$ cat src/hdl/fsba_pkg.sv
`timescale 1ns / 1ps
// Shared types and codes for the frame stack bitmap allocator.
// No dependencies; every other file of the block imports this package.
package fsba_pkg;

	localparam int unsigned FRAME_W  = 12;
	localparam int unsigned END_W    = 13;
	localparam int unsigned WORD_W   = 32;
	localparam int unsigned BIT_SEL_W = 5;

	typedef enum logic [1:0] {
		KIND_ADD     = 2'd0,
		KIND_ALLOC   = 2'd1,
		KIND_RELEASE = 2'd2,
		KIND_MARK    = 2'd3
	} fsba_kind_t;

	typedef enum logic [1:0] {
		ST_OK       = 2'd0,
		ST_EMPTY    = 2'd1,
		ST_NOT_USED = 2'd2,
		ST_FULL     = 2'd3
	} fsba_status_t;

	typedef enum logic [3:0] {
		S_IDLE,
		S_ADD,
		S_AL_POP,
		S_AL_MAP,
		S_AL_CHK,
		S_REL_CHK,
		S_MK_RD,
		S_MK_WR,
		S_DONE
	} fsba_state_t;

	typedef struct packed {
		fsba_kind_t           kind;
		logic [FRAME_W-1:0]   frame_number;
		logic [END_W-1:0]     end_frame;
	} fsba_req_t;

	typedef struct packed {
		logic [FRAME_W-1:0]   frame;
		fsba_status_t         status;
	} fsba_rsp_t;

	// Command from the sequencer to the free-frame stack.
	typedef struct packed {
		logic                 push;
		logic                 pop;
		logic [FRAME_W-1:0]   data;
	} fsba_stk_cmd_t;

	// Occupancy flags reported by the free-frame stack.
	typedef struct packed {
		logic                 empty;
		logic                 full;
	} fsba_stk_stat_t;

endpackage

$ cat src/hdl/fsba_bitmap.sv
`timescale 1ns / 1ps
// Used-frame bitmap: 32-bit words in a memory with a registered read port,
// cleared by a sweep after reset. Depends on fsba_pkg.
module fsba_bitmap import fsba_pkg::*; #(
	parameter int unsigned WORDS = 128
) (
	input  logic              clk,
	input  logic              arst_n,
	input  logic              rd_en,
	input  logic              wr_en,
	input  logic [((WORDS > 1) ? $clog2(WORDS) : 1)-1:0] addr,
	input  logic [WORD_W-1:0] wr_data,
	output logic [WORD_W-1:0] rd_data,
	output logic              busy
);

	localparam int unsigned AW = (WORDS > 1) ? $clog2(WORDS) : 1;

	logic [WORD_W-1:0] mem [WORDS];
	logic [WORD_W-1:0] rd_q;
	logic [AW-1:0]     clr_q;
	logic              busy_q;

	assign rd_data = rd_q;
	assign busy    = busy_q;

	// The clearing sweep walks every word once, one word per cycle.
	always_ff @(posedge clk or negedge arst_n) begin
		if (!arst_n) begin
			busy_q <= 1'b1;
			clr_q  <= '0;
		end else if (busy_q) begin
			if (clr_q == AW'(WORDS - 1)) begin
				busy_q <= 1'b0;
			end
			clr_q <= clr_q + AW'(1);
		end
	end

	always_ff @(posedge clk) begin
		if (busy_q) begin
			mem[clr_q] <= '0;
		end else if (wr_en) begin
			mem[addr] <= wr_data;
		end
		if (rd_en) begin
			rd_q <= mem[addr];
		end
	end

endmodule

$ cat config.mk
export PLATFORM = sky130hd
export DESIGN_NAME = fsba_bitmap
export DESIGN_NICKNAME = d
export VERILOG_FILES = /design/src/hdl/fsba_pkg.sv /design/src/hdl/fsba_bitmap.sv
export SDC_FILE = /design/constraint.sdc
export NUM_CORES = 2
export LEC_CHECK = 0
export BUFFER_PORTS_ARGS = -buffer_cell sky130_fd_sc_hd__buf_4
export CAP_MARGIN = 40
export CORE_AREA = 2 2 595 597
export CTS_CLUSTER_DIAMETER = 40
export DETAILED_ROUTE_END_ITERATION = 10
export DIE_AREA = 0 0 597 599
export PLACE_DENSITY = 0.59
export SLEW_MARGIN = 15
export SYNTH_ARGS = -nofsm -noshare
export SYNTH_HDL_FRONTEND = slang
export SYNTH_SLANG_ARGS = --single-unit
$ cat constraint.sdc
create_clock -name clk -period 3.6 [get_ports clk]
set_clock_uncertainty 0.1 [all_clocks]
set_input_delay 0.72 -clock clk [delete_from_list [all_inputs] [get_ports clk]]
set_output_delay 0.72 -clock clk [all_outputs]
set_load 0.02 [all_outputs]
==> out/results.ini <==
[yosys]
netlist_instances = 6078
synthDominantCellAreaShare = 0.7879
synth_seq_area_share = 0.7892
synth.net_count = 6122
yosysTopAreaCell = edfxtp_1
ys.warnings.count = 0
syn_avg_cell_area_um2 = 25.88
synth_area_leaders = edfxtp_1, mux4_2, clkbuf_1
synth-seq-cells = 4136
netlist-cell-type-count = 27
syn_area_um2 = 157300

[setup_path]
cp_max_fo = 26
critical_path_required_ps = 4250
startpoint_type = input port
cp-end-kind = flop
worstReg2RegStart = mem[99][1]
startpoint = addr[0]
path_class = input port to flop
worst_ep_arrival_time_ps = 3940

[cells_and_area]
multi_input_area_um2 = 32920
postLayoutCoreUtil = 0.5453
regArea_um2 = 124200
fill_cells = 25617
drive_gt1_frac = 0.4258
num-nets-final = 7143
finalInstanceArea_um2 = 191600
areaGrowthSynthToFinish_pct = 21.77

[clock_network]
clkTransAtPathRegs_ps = 60
clockBufferDepth = 4
post-cts-setup-buffers = 0
htree_levels = 6
numCtsBuffers = 523
clock_sinks = 4136
post_cts_resized = 0
cts_tree = yes
cts-root-buf = clkbuf_16
clk_latency_ps = 1020

[sta]
setup_viol = 0
maxSlewViolCount = 0
tightest_slew_ps = 916.9
rsz0062_at_grt = false
finalCriticalPeriod_ps = 3286
max_slew_margin = 0.3887
hold_viol = 0
fmax_mhz = 304.3
period_share = 0.9129

[global_routing]
grt_first_pass_wirelength_um = 613500
grt_pass1_vias = 75417
grt_max_degree = 129
groute.usage.overall = 0.2496
grt-ovfl-total = 0
antenna_found_initial = 58

[status]
status = complete, no violations

[pwr]
vdd_drop_max_mv = 0.4757
p_leak_nw = 63.38
powerDensity_nw_per_um2 = 583.3

[die]
row_count = 218
die_y_um = 599
start_util = 0.4478
io_pins = 76
die_w_um = 597
core_um2 = 351300
die_area_um2 = 357600

[job]
maxCapViolCount = 0

[drt]
routed_wl_um = 445500
dr_total_vias = 75030
drc = 0
firstDrtPassIters = 5
ant_nets = 0
viasPerCell = 6.154
wl_per_cell_um = 36.54
drtIter0Drc = 10690

[placement]
place_area_um2 = 173700
port_buffers = 75
dpl.hpwl_um = 270900
gp_congestion = 0.8345

[worst_hold_path]
hold_path_class = input port to flop
hp-start = wr_data[30]

-- metrics by stage --
| stage | TNS [ps] | worst slack [ps] | power [mW] | cells | hold slack (ps) |
|---|---|---|---|---|---|
| CTS | 0 | 303.7 | 112.5 | 12145 | 70.64 |
| floorplan | -2243010 | -434.8 | 57.09 | 6078 | 324.4 |
| global route | 0 | 305.1 | 114.6 | 12170 | 108.3 |
| detailed placement | -349330 | -765.8 | 59.98 | 11192 | 425.9 |
| finish | 0 | 313.7 | 111.7 | 12192 | 143.0 |
| global placement | -354610 | -767.5 | 59.89 | 11190 | 418.6 |
-- worst paths after layout --
path | endpoint | slack (ps) | depth (start not counted)
worst max-delay path | rd_data[14] | 310 | 8
max in group asynchronous | busy | 3020 | 2
worst min-delay path | mem[38][30] | 140 | 2
min in group asynchronous | clr_q[1] | 160 | 2
worst max register to register | rd_data[1] | 720 | 4
worst min register to register | clr_q[4] | 430 | 1
-- cells in the final DEF, fill, tap and decap left out, types with 7 or more instances in the layout --
cell        netlist  layout
clkbuf_16         0     530
bufinv_16         0      57
clkinv_16         0       7
and2_4            0      32
clkbuf_1        194      53
inv_8             0      10
clkinv_1          0      61
clkinv_8          0      20
clkinvlp_4        0      50
nand3_2           0       8
edfxtp_1       4128    4128
mux2_2           34      34
nand2_1          29      29
dfrtp_1           7       7
diode_2           0      47
buf_4             1     441
clkinv_4          0      34
nor2_4            0     128
buf_12            0     367
clkinv_2          0      71
mux4_2         1344    1344
inv_6             0      41
inv_16            0      17
-- registers in the layout, summed over array words and instances (netlist names) --
register and cells:
rd_data 32, busy 1, clr_q 7, mem 4096
-- metal layers --
| layer | global-route usage | routed length (µm) | vias up |
|---|---|---|---|
| li1 | - | - | 29057 |
| met4 | 0.07611 | 14450 | 8 |
| met5 | 0 | 48 | - |
| met1 | 0.3584 | 178400 | 41528 |
| met3 | 0.04827 | 41010 | 586 |
| met2 | 0.3912 | 211600 | 3851 |
-- cells in the mapped netlist (all sizes together) --
cell,number
nand4bb,5
nand3,12
ha,1
nand4,2
dfstp,1
xor2,2
a21boi,1
buf,127
dfrtp,7
nor2b,1
edfxtp,4128
o21ai,6
nand2b,6
mux2i,4
or4bb,1
xnor2,4
and2,32
o31ai,3
or4b,3
mux4,1344
clkbuf,194
mux2,34
nand2,29
or2,1
nor2,130
-- logic make-up (layout without fill, tap and decap cells) --
group | count (synthesis) | in the layout | share of synthesized area
and+or+nand+nor | 222 | 222 | 0.006466
buffers and inverters | 321 | 1768 | 0.008438
adders and majority gates | 1 | 1 | 0.00007952
muxes | 1382 | 1382 | 0.1951
DFF | 4136 | 4136 | 0.7892
AOI/OAI and AO/OA | 10 | 10 | 0.0003818
xor gates and xnor gates | 6 | 6 | 0.0003340
other | 0 | 47 | 0
-- final cells by class --
cell class                      count  area share
Multi-Input combinational cell   1621      0.1719
Clock buffer                      583     0.07027
Timing Repair Buffer              817     0.05646
Sequential cell                  4136      0.6481
Clock inverter                    368     0.02253
Antenna cell                       47   0.0006139
Tap cell                         4620     0.03017
-- worst max-delay path, stage by stage --
cell    delay, ps
buf_16        290
buf_12        240
buf_12        250
buf_4         220
mux4_2        560
mux4_2        590
mux4_2        660
mux2_2        320
-- report_power, final --
part           internal, mW  switching [mW]  leakage, nW
combinational          2.33            3.34         14.7
sequential             53.1           0.166         40.1
clock                  31.7            21.1         8.55
-- timing repair --
item	CTS	global route
hold buffers	2	0
endpoints found under the hold margin	15	0
setup endpoints to repair	0	0
(Power assumes the default switching activity.)
